File: src/rtl/core/usd_pkg.sv
// Shared types, constants and lead-byte decode for the UTF-8 stream decoder.
`default_nettype none

package usd_pkg;

   localparam int CP_W    = 31;
   localparam int LEN_W   = 3;
   localparam int INIT_W  = 5;
   localparam int QDEPTH  = 4;
   localparam int QPTR_W  = $clog2(QDEPTH);
   localparam int QCNT_W  = $clog2(QDEPTH + 1);

   localparam logic [1:0] ST_VALID = 2'd0;
   localparam logic [1:0] ST_STRAY = 2'd1;
   localparam logic [1:0] ST_TRUNC = 2'd2;

   localparam logic [1:0] LEAD_ASCII = 2'd0;
   localparam logic [1:0] LEAD_STRAY = 2'd1;
   localparam logic [1:0] LEAD_MULTI = 2'd2;

   typedef struct packed {
      logic [CP_W-1:0]  code_point;
      logic [1:0]       status;
      logic [LEN_W-1:0] bytes_taken;
   } result_type;

   // One queue entry holds every result caused by one byte.
   typedef struct packed {
      logic       two;
      result_type r0;
      result_type r1;
   } entry_type;

   typedef struct packed {
      logic [1:0]        kind;
      logic [LEN_W-1:0]  len;
      logic [INIT_W-1:0] init;
   } lead_type;

   function automatic result_type make_res(input logic [CP_W-1:0] cp,
                                           input logic [1:0] st,
                                           input logic [LEN_W-1:0] taken);
      result_type r;
      r.code_point  = cp;
      r.status      = st;
      r.bytes_taken = taken;
      return r;
   endfunction

   function automatic lead_type lead_decode(input logic [7:0] b);
      lead_type l;
      l.kind = LEAD_MULTI;
      l.len  = '0;
      l.init = '0;
      if (!b[7]) begin
         l.kind = LEAD_ASCII;
      end else if (b[7:6] == 2'b10 || b[7:1] == 7'h7F) begin
         l.kind = LEAD_STRAY;
      end else if (b[7:5] == 3'b110) begin
         l.len  = 3'd2;
         l.init = b[4:0];
      end else if (b[7:4] == 4'b1110) begin
         l.len  = 3'd3;
         l.init = {1'b0, b[3:0]};
      end else if (b[7:3] == 5'b11110) begin
         l.len  = 3'd4;
         l.init = {2'b0, b[2:0]};
      end else if (b[7:2] == 6'b111110) begin
         l.len  = 3'd5;
         l.init = {3'b0, b[1:0]};
      end else begin
         l.len  = 3'd6;
         l.init = {4'b0, b[0]};
      end
      return l;
   endfunction

endpackage

`default_nettype wire

File: src/rtl/core/usd_ifs.sv
// Valid/ready channel interfaces for the byte input and the result output.
`default_nettype none

interface usd_req_if;
   logic       valid;
   logic       ready;
   logic [7:0] text_byte;
   logic       end_of_text;

   modport source (output valid, output text_byte, output end_of_text, input ready);
   modport sink   (input valid, input text_byte, input end_of_text, output ready);
endinterface

interface usd_rsp_if;
   logic        valid;
   logic        ready;
   logic [30:0] code_point;
   logic [1:0]  status;
   logic [2:0]  bytes_taken;
   logic        last_of_run;

   modport source (output valid, output code_point, output status, output bytes_taken,
                   output last_of_run, input ready);
   modport sink   (input valid, input code_point, input status, input bytes_taken,
                   input last_of_run, output ready);
endinterface

`default_nettype wire

File: src/rtl/core/usd_front.sv
// Front end: accepts bytes, tracks the pending sequence, builds result entries.
`default_nettype none

module usd_front
   import usd_pkg::*;
(
   input  wire logic  clock,
   input  wire logic  reset,
   usd_req_if.sink    req_bus,
   input  wire logic  q_full,
   output logic       push,
   output entry_type  push_entry
);

   logic [CP_W-1:0]  partial_ff, partial_in;
   logic [LEN_W-1:0] exp_ff, exp_in;
   logic [LEN_W-1:0] seen_ff, seen_in;

   logic             accept;
   logic [7:0]       b;
   logic             eot;
   logic             pending;
   logic             is_cont;
   logic [LEN_W-1:0] seen_inc;
   logic [CP_W-1:0]  acc;
   lead_type         lead;
   logic             lead_has;
   result_type       lead_res;

   assign req_bus.ready = !q_full && !reset;
   assign accept   = req_bus.valid && req_bus.ready;
   assign b        = req_bus.text_byte;
   assign eot      = req_bus.end_of_text;
   assign pending  = (exp_ff != '0);
   assign is_cont  = (b[7:6] == 2'b10);
   assign seen_inc = seen_ff + 3'd1;
   assign acc      = {partial_ff[CP_W-7:0], b[5:0]};
   assign lead     = lead_decode(b);

   always_comb begin
      partial_in = partial_ff;
      exp_in     = exp_ff;
      seen_in    = seen_ff;
      push       = 1'b0;
      push_entry = '0;
      lead_has   = 1'b0;
      lead_res   = '0;

      if (pending && is_cont) begin
         if (seen_inc >= exp_ff) begin
            push          = 1'b1;
            push_entry.r0 = make_res(acc, ST_VALID, exp_ff);
            partial_in    = '0;
            exp_in        = '0;
            seen_in       = '0;
         end else if (eot) begin
            push          = 1'b1;
            push_entry.r0 = make_res('0, ST_TRUNC, seen_inc);
            partial_in    = '0;
            exp_in        = '0;
            seen_in       = '0;
         end else begin
            partial_in = acc;
            seen_in    = seen_inc;
         end
      end else begin
         // Byte taken as a lead, possibly after ending an interrupted sequence.
         partial_in = '0;
         exp_in     = '0;
         seen_in    = '0;
         case (lead.kind)
            LEAD_ASCII: begin
               lead_has = 1'b1;
               lead_res = make_res({{(CP_W-8){1'b0}}, b}, ST_VALID, 3'd1);
            end
            LEAD_STRAY: begin
               lead_has = 1'b1;
               lead_res = make_res('0, ST_STRAY, 3'd1);
            end
            default: begin
               if (eot) begin
                  lead_has = 1'b1;
                  lead_res = make_res('0, ST_TRUNC, 3'd1);
               end else begin
                  partial_in = {{(CP_W-INIT_W){1'b0}}, lead.init};
                  exp_in     = lead.len;
                  seen_in    = 3'd1;
               end
            end
         endcase
         if (pending) begin
            push           = 1'b1;
            push_entry.two = lead_has;
            push_entry.r0  = make_res('0, ST_TRUNC, seen_ff);
            push_entry.r1  = lead_res;
         end else begin
            push          = lead_has;
            push_entry.r0 = lead_res;
         end
      end

      if (!accept) begin
         push = 1'b0;
      end
   end

   always_ff @(posedge clock) begin
      if (reset) begin
         partial_ff <= '0;
         exp_ff     <= '0;
         seen_ff    <= '0;
      end else if (accept) begin
         partial_ff <= partial_in;
         exp_ff     <= exp_in;
         seen_ff    <= seen_in;
      end
   end

endmodule

`default_nettype wire

File: src/rtl/core/usd_queue.sv
// Small entry queue between the front end and the result sequencer.
`default_nettype none

module usd_queue
   import usd_pkg::*;
(
   input  wire logic       clock,
   input  wire logic       reset,
   input  wire logic       push,
   input  wire entry_type  push_entry,
   output logic            full,
   input  wire logic       pop,
   output logic            head_valid,
   output entry_type       head_entry
);

   entry_type           mem_ff [QDEPTH];
   logic [QPTR_W-1:0]   wr_ptr_ff, rd_ptr_ff;
   logic [QCNT_W-1:0]   count_ff, count_in;

   assign full       = (count_ff == QCNT_W'(QDEPTH));
   assign head_valid = (count_ff != '0);
   assign head_entry = mem_ff[rd_ptr_ff];

   always_comb begin
      count_in = count_ff;
      if (push && !pop) begin
         count_in = count_ff + 1'b1;
      end else if (pop && !push) begin
         count_in = count_ff - 1'b1;
      end
   end

   always_ff @(posedge clock) begin
      if (reset) begin
         wr_ptr_ff <= '0;
         rd_ptr_ff <= '0;
         count_ff  <= '0;
      end else begin
         count_ff <= count_in;
         if (push) begin
            wr_ptr_ff <= wr_ptr_ff + 1'b1;
         end
         if (pop) begin
            rd_ptr_ff <= rd_ptr_ff + 1'b1;
         end
      end
   end

   always_ff @(posedge clock) begin
      if (push) begin
         mem_ff[wr_ptr_ff] <= push_entry;
      end
   end

   a_count_bound: assert property (@(posedge clock) disable iff (reset)
      count_ff <= QCNT_W'(QDEPTH))
      else $error("queue count past depth");

   a_no_push_full: assert property (@(posedge clock) disable iff (reset)
      push |-> !full)
      else $error("push into full queue");

   a_no_pop_empty: assert property (@(posedge clock) disable iff (reset)
      pop |-> head_valid)
      else $error("pop from empty queue");

   a_ptr_gap: assert property (@(posedge clock) disable iff (reset)
      (wr_ptr_ff - rd_ptr_ff) == count_ff[QPTR_W-1:0])
      else $error("queue pointers disagree with count");

endmodule

`default_nettype wire

File: src/rtl/core/usd_back.sv
// Back end: splits queue entries into single results behind an output register.
`default_nettype none

module usd_back
   import usd_pkg::*;
(
   input  wire logic       clock,
   input  wire logic       reset,
   input  wire logic       head_valid,
   input  wire entry_type  head_entry,
   output logic            pop,
   usd_rsp_if.source       rsp_bus
);

   logic       sub_ff;
   logic       rsp_valid_ff;
   result_type rsp_res_ff, rsp_res_in;
   logic       rsp_last_ff, rsp_last_in;
   logic       load;

   assign load = head_valid && (!rsp_valid_ff || rsp_bus.ready);
   assign pop  = load && (!head_entry.two || sub_ff);

   always_comb begin
      rsp_res_in  = sub_ff ? head_entry.r1 : head_entry.r0;
      rsp_last_in = !head_entry.two || sub_ff;
   end

   always_ff @(posedge clock) begin
      if (reset) begin
         sub_ff       <= 1'b0;
         rsp_valid_ff <= 1'b0;
      end else begin
         if (load) begin
            rsp_valid_ff <= 1'b1;
            sub_ff       <= head_entry.two && !sub_ff;
         end else if (rsp_bus.ready) begin
            rsp_valid_ff <= 1'b0;
         end
      end
   end

   always_ff @(posedge clock) begin
      if (load) begin
         rsp_res_ff  <= rsp_res_in;
         rsp_last_ff <= rsp_last_in;
      end
   end

   assign rsp_bus.valid       = rsp_valid_ff;
   assign rsp_bus.code_point  = rsp_res_ff.code_point;
   assign rsp_bus.status      = rsp_res_ff.status;
   assign rsp_bus.bytes_taken = rsp_res_ff.bytes_taken;
   assign rsp_bus.last_of_run = rsp_last_ff;

   // second half of a two-result entry must still be at the queue head
   a_sub_has_head: assert property (@(posedge clock) disable iff (reset)
      sub_ff |-> head_valid && head_entry.two)
      else $error("second result without its entry");

   a_first_not_last: assert property (@(posedge clock) disable iff (reset)
      load && head_entry.two && !sub_ff |=> !rsp_last_ff)
      else $error("first of two results marked last");

endmodule

`default_nettype wire

File: src/rtl/core/utf8_stream_decoder.sv
// Top level of the UTF-8 stream decoder.
//
// req_bus carries one text byte per transaction plus end_of_text, which marks
// the final byte and flushes any pending sequence as truncated. rsp_bus
// carries one result per transaction: code_point, status (valid, stray,
// truncated), bytes_taken and last_of_run on the final result of a byte.
// A byte gives zero, one or two results.
// Throughput: one byte per cycle into the front end unless the queue is full;
// the result side emits one result per cycle while the receiver is ready.
// Each result is written to the queue when its byte is accepted, then loaded
// into the output register once that register is empty or being taken.
// A four-entry queue sits between decode and output; outside reset,
// req_bus.ready drops only when that queue is full, so a stalled receiver
// backs up through the queue before the input stalls. The output register
// holds its result until taken.
// Reset clears the decode state, the queue and the output register; the
// block accepts bytes as soon as reset falls.
`default_nettype none

module utf8_stream_decoder
   import usd_pkg::*;
(
   input  wire logic  clock,
   input  wire logic  reset,
   usd_req_if.sink    req_bus,
   usd_rsp_if.source  rsp_bus
);

   logic      q_full;
   logic      push;
   entry_type push_entry;
   logic      pop;
   logic      head_valid;
   entry_type head_entry;

   usd_front u_front (
      .clock      (clock),
      .reset      (reset),
      .req_bus    (req_bus),
      .q_full     (q_full),
      .push       (push),
      .push_entry (push_entry)
   );

   usd_queue u_queue (
      .clock      (clock),
      .reset      (reset),
      .push       (push),
      .push_entry (push_entry),
      .full       (q_full),
      .pop        (pop),
      .head_valid (head_valid),
      .head_entry (head_entry)
   );

   usd_back u_back (
      .clock      (clock),
      .reset      (reset),
      .head_valid (head_valid),
      .head_entry (head_entry),
      .pop        (pop),
      .rsp_bus    (rsp_bus)
   );

endmodule

`default_nettype wire

File: src/flat_wrapper.sv
// flat-port wrapper written by rule: the top's interface ports become plain ports
module utf8_stream_decoder_flat import usd_pkg::*;
  (clock, reset, req_bus_valid, req_bus_text_byte, req_bus_end_of_text, req_bus_ready, rsp_bus_valid, rsp_bus_code_point, rsp_bus_status, rsp_bus_bytes_taken, rsp_bus_last_of_run, rsp_bus_ready);
  usd_req_if req_bus_i ();
  usd_rsp_if rsp_bus_i ();
  input  wire logic clock;
  input  wire logic reset;
  input wire logic [$bits(req_bus_i.valid)-1:0] req_bus_valid;
  input wire logic [$bits(req_bus_i.text_byte)-1:0] req_bus_text_byte;
  input wire logic [$bits(req_bus_i.end_of_text)-1:0] req_bus_end_of_text;
  output wire logic [$bits(req_bus_i.ready)-1:0] req_bus_ready;
  output wire logic [$bits(rsp_bus_i.valid)-1:0] rsp_bus_valid;
  output wire logic [$bits(rsp_bus_i.code_point)-1:0] rsp_bus_code_point;
  output wire logic [$bits(rsp_bus_i.status)-1:0] rsp_bus_status;
  output wire logic [$bits(rsp_bus_i.bytes_taken)-1:0] rsp_bus_bytes_taken;
  output wire logic [$bits(rsp_bus_i.last_of_run)-1:0] rsp_bus_last_of_run;
  input wire logic [$bits(rsp_bus_i.ready)-1:0] rsp_bus_ready;
  assign req_bus_i.valid = req_bus_valid;
  assign req_bus_i.text_byte = req_bus_text_byte;
  assign req_bus_i.end_of_text = req_bus_end_of_text;
  assign req_bus_ready = req_bus_i.ready;
  assign rsp_bus_valid = rsp_bus_i.valid;
  assign rsp_bus_code_point = rsp_bus_i.code_point;
  assign rsp_bus_status = rsp_bus_i.status;
  assign rsp_bus_bytes_taken = rsp_bus_i.bytes_taken;
  assign rsp_bus_last_of_run = rsp_bus_i.last_of_run;
  assign rsp_bus_i.ready = rsp_bus_ready;
  utf8_stream_decoder u_core (.clock(clock), .reset(reset), .req_bus(req_bus_i), .rsp_bus(rsp_bus_i));
endmodule
File: config.mk
export PLATFORM = sky130hd
export DESIGN_NAME = utf8_stream_decoder_flat
export DESIGN_NICKNAME = d
export VERILOG_FILES = /design/src/rtl/core/usd_pkg.sv /design/src/rtl/core/usd_ifs.sv /design/src/rtl/core/usd_front.sv /design/src/rtl/core/usd_queue.sv /design/src/rtl/core/usd_back.sv /design/src/rtl/core/utf8_stream_decoder.sv /design/src/flat_wrapper.sv
export SDC_FILE = /design/constraint.sdc
export NUM_CORES = 1
export LEC_CHECK = 0
export BUFFER_PORTS_ARGS = -buffer_cell sky130_fd_sc_hd__buf_2
export CAP_MARGIN = 0
export CORE_ASPECT_RATIO = 1.2
export CORE_MARGIN = 5
export CORE_UTILIZATION = 55
export CTS_CLUSTER_DIAMETER = 80
export DETAILED_ROUTE_END_ITERATION = 6
export PLACE_DENSITY_LB_ADDON = 0.2
export SYNTH_ARGS = -nofsm -noshare
export SYNTH_HDL_FRONTEND = slang
export SYNTH_HIERARCHICAL = 1
export SYNTH_SLANG_ARGS = --single-unit
File: constraint.sdc
create_clock -name clock -period 5.45 [get_ports clock]
set_input_delay 0.545 -clock clock [delete_from_list [all_inputs] [get_ports clock]]
set_output_delay 0.545 -clock clock [all_outputs]
set_load 0.005 [all_outputs]
==> impl_metrics.ini, run 1 <==
[outcome]
status = finished clean

[synthesis]
synth-seq-cells = 371
muxShareOfSynthArea_pct = 15.0
synthSimpleGateAreaFrac_pct = 5.63
synth.most_common_cell = edfxtp_1
synth_top_area_cell = edfxtp_1
synth_area_leaders = edfxtp_1, mux4_2, dfxtp_1
ys.flop_type = edfxtp_1
synth_top_area_share_pct = 65.8
ys_warn_count = 6
yosys-top-cells-count = edfxtp_1, mux4_2, dfxtp_1
postSynth.asyncResetShare_pct = 0
synth_top_family_by_area = multiplexers
netlist_instances = 799
syn_area_per_cell_um2 = 18.8
netlist_area_um2 = 15000
ys_types = 55
synth-seq-area-share_pct = 71.4
synthAdderAreaFrac_pct = 0.884
synth_xor_area_share_pct = 0.350
synth_compound_area_share_pct = 2.45
synth_edf_count = 329

[power_and_ir_drop]
leakage_nw = 5.61
vdd_drop_max_mv = 0.697
p_per_area_nw_per_um2 = 456

[place]
dp_hpwl_um = 15200
portBuffers = 51
place_congestion = 0.820

[drt]
drt_iter0_markers = 489
wl_per_cell_um = 21.3
drt_wl_total_um = 26000
vias_per_cell = 5.77
first_pass_iters = 5
antenna_left = 0
vias = 7046
drc_errors = 0

[floorplanning]
io_pins = 52
start_util_pct = 55.6
core_area_um2 = 27000
die-area_um2 = 30700
row_count = 66
die_w_um = 161
dieHeight_um = 191

[critical_path]
required_ns = 5.57
crit_path_end_kind = register
critPathMaxFanout = 73
arrival_ns = 3.88
worstSetupPathType = reg -> reg
critPathLaunchType = register

[job]
max_cap_violations = 0

[global_routing]
track_usage_pct = 17.4
grt_max_degree = 74
grt_overflow = 0
grt_pass1_wl_um = 41600
first_global_vias = 7455
antenna_found_initial = 0

[sta]
drv_slew = 0
slew_headroom_pct = 22.6
worst_pin_slew_ns = 1.16
fmax_mhz = 266
fin_setup_tns_ns = 0
rsz0062_at_grt = no
fin_crit_ns = 3.75
finalClockSkew_ns = 0.0163
setup_viol = 0
finalCritPeriodShare_pct = 68.9
finalHoldViolations = 0

[clock_network]
cts_setup_buffers = 0
cts_resized = 0
cts-root-buf = clkbuf_16
ctsLongestPathBuffers = 3
ctsHoldBuffers = 0
insertion_delay_ns = 0.51
clk_pin_slew_ns = 0.06
htree_levels = 2
cts_inserted_buffers = 37
cts_tree = done
cts.sinks = 371

[cells_and_area]
finalCoreUtilization_pct = 61.3
synthToLayoutAreaGrowth_pct = 10.2
final_nets = 877
antenna-diode-count = 0
layout-drive-gt1-share_pct = 27.2

[min_path]
worstHoldPathType = in -> reg
-- cell usage in the layout, fill, tap and decap left out, drive strengths merged, types with 13 or more instances in the layout --
| cell | count |
|---|---|
| mux2 | 37 |
| edfxtp | 329 |
| nor2 | 16 |
| buf | 63 |
| mux4 | 73 |
| clkinv | 13 |
| nand4 | 22 |
| nand2 | 37 |
| and3 | 25 |
| dfxtp | 42 |
| clkbuf | 45 |
| and2 | 13 |
| a21oi | 34 |
| conb | 26 |
-- where the power goes --
| group | internal, mW | total [mW] | switching (mW) |
|---|---|---|---|
| Combinational | 0.730 | 1.39 | 0.660 |
| Sequential | 3.46 | 3.61 | 0.155 |
| Clock | 1.54 | 2.54 | 0.998 |
| Total | 5.73 | 7.54 | 1.81 |
-- area by class of cell --
| class | count | area, um^2 |
|---|---|---|
| flip-flops and latches | 371 | 10700 |
| fillers | 1897 | 10500 |
| multi-input cells | 371 | 3760 |
| clock buffers | 45 | 998 |
| well taps | 340 | 425 |
| repair buffers | 63 | 358 |
| clock inverters | 21 | 229 |
| inverters | 10 | 37.5 |
-- critical path, stage by stage (launching register included) --
cell and delay (ns):
dfxtp_1 0.35, ha_1 0.25, xor2_1 0.17, ha_1 0.31
nand2_1 0.08, o211a_4 0.36, a21o_1 0.26, a21oi_1 0.50
and2_4 1.03
-- cell families after synthesis --
kind of cell / Yosys count
adder cells (fa/ha/maj): 10
multiplexers: 118
other: 1
AND/OR/NAND/NOR: 151
buffers and inverters: 82
AO/OA/AOI/OAI: 60
flip-flops: 371
XOR/XNOR: 6
-- layer usage --
layer	global-route usage [%]	vias up	wire length, um
met3	2.95	49	1150
met1	23.1	3593	10800
met5	0	-	0
met2	30.2	185	13500
met4	4.46	0	533
li1	-	3219	-
-- flip-flops by register name, summed over array words and instances (netlist names), named ones only --
| register | count |
|---|---|
| u_core/u_queue/mem_ff | 292 |
| u_core/u_back/rsp_bus.bytes_taken | 3 |
| u_core/u_back/rsp_bus.code_point | 31 |
| u_core/u_queue/count_ff | 3 |
| u_core/u_front/exp_ff | 3 |
| u_core/u_back/rsp_bus.status | 2 |
| u_core/u_front/seen_ff | 3 |
| u_core/u_back/rsp_bus.last_of_run | 1 |
| u_core/u_back/rsp_bus.valid | 1 |
| u_core/u_front/partial_ff | 25 |
| u_core/u_back/sub_ff | 1 |
| u_core/u_queue/rd_ptr_ff | 2 |
| u_core/u_queue/wr_ptr_ff | 2 |
-- final timing paths --
path	endpoint	depth (start not counted)	slack [ns]	from
setup / recovery	u_core/u_queue/mem_ff[1][58]	8	1.70	u_core/u_front/seen_ff[0]
hold / removal	u_core/u_front/partial_ff[5]	3	0.35	req_bus_text_byte[5]
setup reg to reg	u_core/u_queue/mem_ff[1][58]	8	1.70	u_core/u_front/seen_ff[0]
hold reg to reg	u_core/u_front/partial_ff[24]	2	0.45	u_core/u_front/partial_ff[24]
-- per-stage QoR --
step           cells  cell area (um^2)  worst slack (ns)  total power [mW]  hold slack, ns
2_1_floorplan    824             15100              1.37              4.81           0.427
3_3_place_gp    1155             15300              1.41              5.06           0.446
3_5_place_dp    1155             15300              1.32              5.10           0.449
4_1_cts         1221             16500              1.69              7.65           0.333
5_1_grt         1221             16500              1.50              7.90           0.349
6_report        1221             16500              1.70              7.54           0.348
No activity file was read; power rests on OpenSTA's default activity.
==> run 2: changes to the inputs <==
ABC_AREA = 1   (was default)
clock period = 3.3 ns   (was 5.45 ns; I/O delays follow)
==> impl_metrics.ini, run 2 <==
[cells_and_area]
top_register = u_core/u_queue/mem_ff
multi_input_area_um2 = 3710
antenna-diode-count = 0
finalCoreUtilization_pct = 61.3
seqCellArea_um2 = 10700
synthToLayoutAreaGrowth_pct = 9.62
fillerInstances = 2110
final_nets = 1334
final_cell_mix = edfxtp_1, nand2_1, nor2_1
layout-drive-gt1-share_pct = 11.7
mostFrequentLayoutCell = edfxtp_1
largest_reg_flops = 292

[drt]
drc_errors = 0
met2_wirelength_um = 15600
routedLengthMet1_um = 12900
vias = 9415
wl_per_cell_um = 18.2
top_layer = met4
antenna_left = 0
first_pass_iters = 6
vias_per_cell = 5.61
drt_wl_total_um = 30500
drt_iter0_markers = 640
dr_wl_met3_um = 1540

[critical_path]
crit_path_end_kind = register
critPathLaunchType = register
worstSetupPathType = reg -> reg
required_ns = 3.70
critPathMaxFanout = 6
cp_cell_sequence = ha_1, xnor2_1, inv_1, ha_4, nand3_1, nand3_2, nor2_8, nor3_1, buf_4, ha_1, inv_1, fa_1, inv_1, nand2_1, nand3_1, nand2_1, inv_1, nor2_1
r2r_cells = 18
crit_end = u_core/u_queue/count_ff[2]
critPathMostFrequentCell = inv_1
arrival_ns = 3.32
reg2reg_slack_ns = 0.38
slowest_delay_ns = 0.38
crit_cells = 18
rr_endpoint = u_core/u_queue/count_ff[2]
r2r_start = u_core/u_front/seen_ff[0]
crit_start = u_core/u_front/seen_ff[0]
crit_buf_inv = 5
cp_slowest_cell = fa_1
cp_top_family = adder cells

[synthesis]
synth_top_area_cell = edfxtp_1
netlist_area_um2 = 15200
synthSimpleGateAreaFrac_pct = 12.5
synth_top_family_by_area = simple AND/OR/NAND/NOR gates
muxShareOfSynthArea_pct = 0
ys.flop_type = edfxtp_1
ys_types = 38
yosys-top-cells-count = edfxtp_1, nand2_1, nor2_1
synth_area_leaders = edfxtp_1, dfxtp_1, nand2_1
synth_xor_area_share_pct = 0.115
synth_compound_area_share_pct = 10.2
synth_edf_count = 329
synth_top_area_share_pct = 64.8
ys_warn_count = 6
synth-seq-area-share_pct = 70.3
postSynth.asyncResetShare_pct = 0
synth-seq-cells = 371
netlist_instances = 1273
synthAdderAreaFrac_pct = 0.870
syn_area_per_cell_um2 = 12.0
synth.most_common_cell = edfxtp_1

[clock_network]
cts_tree = done
cts_setup_buffers = 0
htree_levels = 2
clk_pin_slew_ns = 0.06
cts.sinks = 371
cts-root-buf = clkbuf_16
cts_resized = 0
ctsLongestPathBuffers = 3
cts_inserted_buffers = 36
insertion_delay_ns = 0.51
ctsHoldBuffers = 0

[place]
portBuffers = 51
place_congestion = 0.833
dp_hpwl_um = 17200
dp_slack_ns = 0.419

[power_and_ir_drop]
vdd_drop_max_mv = 0.476
p_int_mw = 8.91
seqPwrFrac_pct = 45.9
leakage_nw = 6.04
p_per_area_nw_per_um2 = 771
p_clk_share_pct = 29.7
power_switching_mw = 3.98
switching_share_pct = 30.9
pwr-share-comb_pct = 24.4

[job]
max_cap_violations = 0

[sta]
fmax_mhz = 343
finalCritPeriodShare_pct = 88.4
finalClockSkew_ns = 0.0120
rsz0062_at_grt = no
fin_crit_ns = 2.92
worst_pin_slew_ns = 1.09
fin_setup_tns_ns = 0
setup_viol = 0
drv_slew = 0
slew_headroom_pct = 27.5
hold_ws_ns = 0.144
finalHoldViolations = 0
setup_ws_ns = 0.384

[global_routing]
grt_pass1_wl_um = 49000
first_global_vias = 9248
antenna_found_initial = 0
grt_max_degree = 87
grt_overflow = 0
track_usage_pct = 19.8

[min_path]
worstHoldPathType = in -> reg

[floorplanning]
dieHeight_um = 192
start_util_pct = 56.0
io_pins = 52
core_area_um2 = 27300
die_w_um = 162
row_count = 66
die-area_um2 = 31200

[outcome]
status = finished clean
## run 2: worst min path at each step
stage / start / cells past startpoint / slack (ns) / end
floorplan: reset / 1 / 0.40 / u_core/u_back/rsp_bus.valid
global placement: u_core/u_queue/rd_ptr_ff[1] / 1 / 0.42 / register
detailed placement: u_core/u_queue/rd_ptr_ff[1] / 1 / 0.42 / register
CTS: req_bus_text_byte[5] / 3 / 0.12 / u_core/u_front/partial_ff[5]
global route: req_bus_text_byte[5] / 3 / 0.16 / u_core/u_front/partial_ff[5]
finish: req_bus_text_byte[5] / 3 / 0.14 / u_core/u_front/partial_ff[5]
## run 2: logic make-up after synthesis
group / after synthesis
adders and majority gates: 10
DFF: 371
buffers and inverters: 153
other: 1
xor gates and xnor gates: 2
AOI/OAI and AO/OA: 282
and+or+nand+nor: 454
## run 2: cell type report
| cell class | count | area share [%] |
|---|---|---|
| Sequential cell | 371 | 64.2 |
| Multi-Input combinational cell | 774 | 22.2 |
| Clock buffer | 50 | 5.95 |
| Timing Repair Buffer | 75 | 3.20 |
| Tap cell | 340 | 2.55 |
| Inverter | 53 | 1.31 |
| Clock inverter | 14 | 0.614 |
## run 2: metal layers
metal / vias to the layer above / global-route usage [%]
li1: 4545 / -
met1: 4594 / 25.9
met2: 236 / 35.3
met3: 40 / 2.84
met4: 0 / 4.88
met5: - / 0
## run 2: worst reg2reg max path: stages, from the launching register on
cell,delay (ns)
dfxtp_1,0.36
ha_1,0.22
xnor2_1,0.18
inv_1,0.12
ha_4,0.31
nand3_1,0.12
nand3_2,0.16
nor2_8,0.05
nor3_1,0.18
buf_4,0.17
ha_1,0.17
inv_1,0.06
fa_1,0.38
inv_1,0.06
nand2_1,0.06
nand3_1,0.08
nand2_1,0.05
inv_1,0.05
nor2_1,0.04
## run 2: stage by stage
stage	power [mW]	instance area (um^2)	cells
3_5_place_dp	9.20	15600	1613
6_report	12.9	16700	1677
4_1_cts	13.0	16700	1677
2_1_floorplan	8.35	15400	1298
3_3_place_gp	9.13	15600	1613
5_1_grt	13.6	16700	1677
## run 2: power groups by stage
stage,registers (mW),logic [mW],clock network [mW]
2_1_floorplan,6.04,2.31,0
3_3_place_gp,6.02,3.12,0
3_5_place_dp,6.02,3.17,0
4_1_cts,5.92,3.19,3.91
5_1_grt,5.96,3.54,4.13
6_report,5.92,3.14,3.83
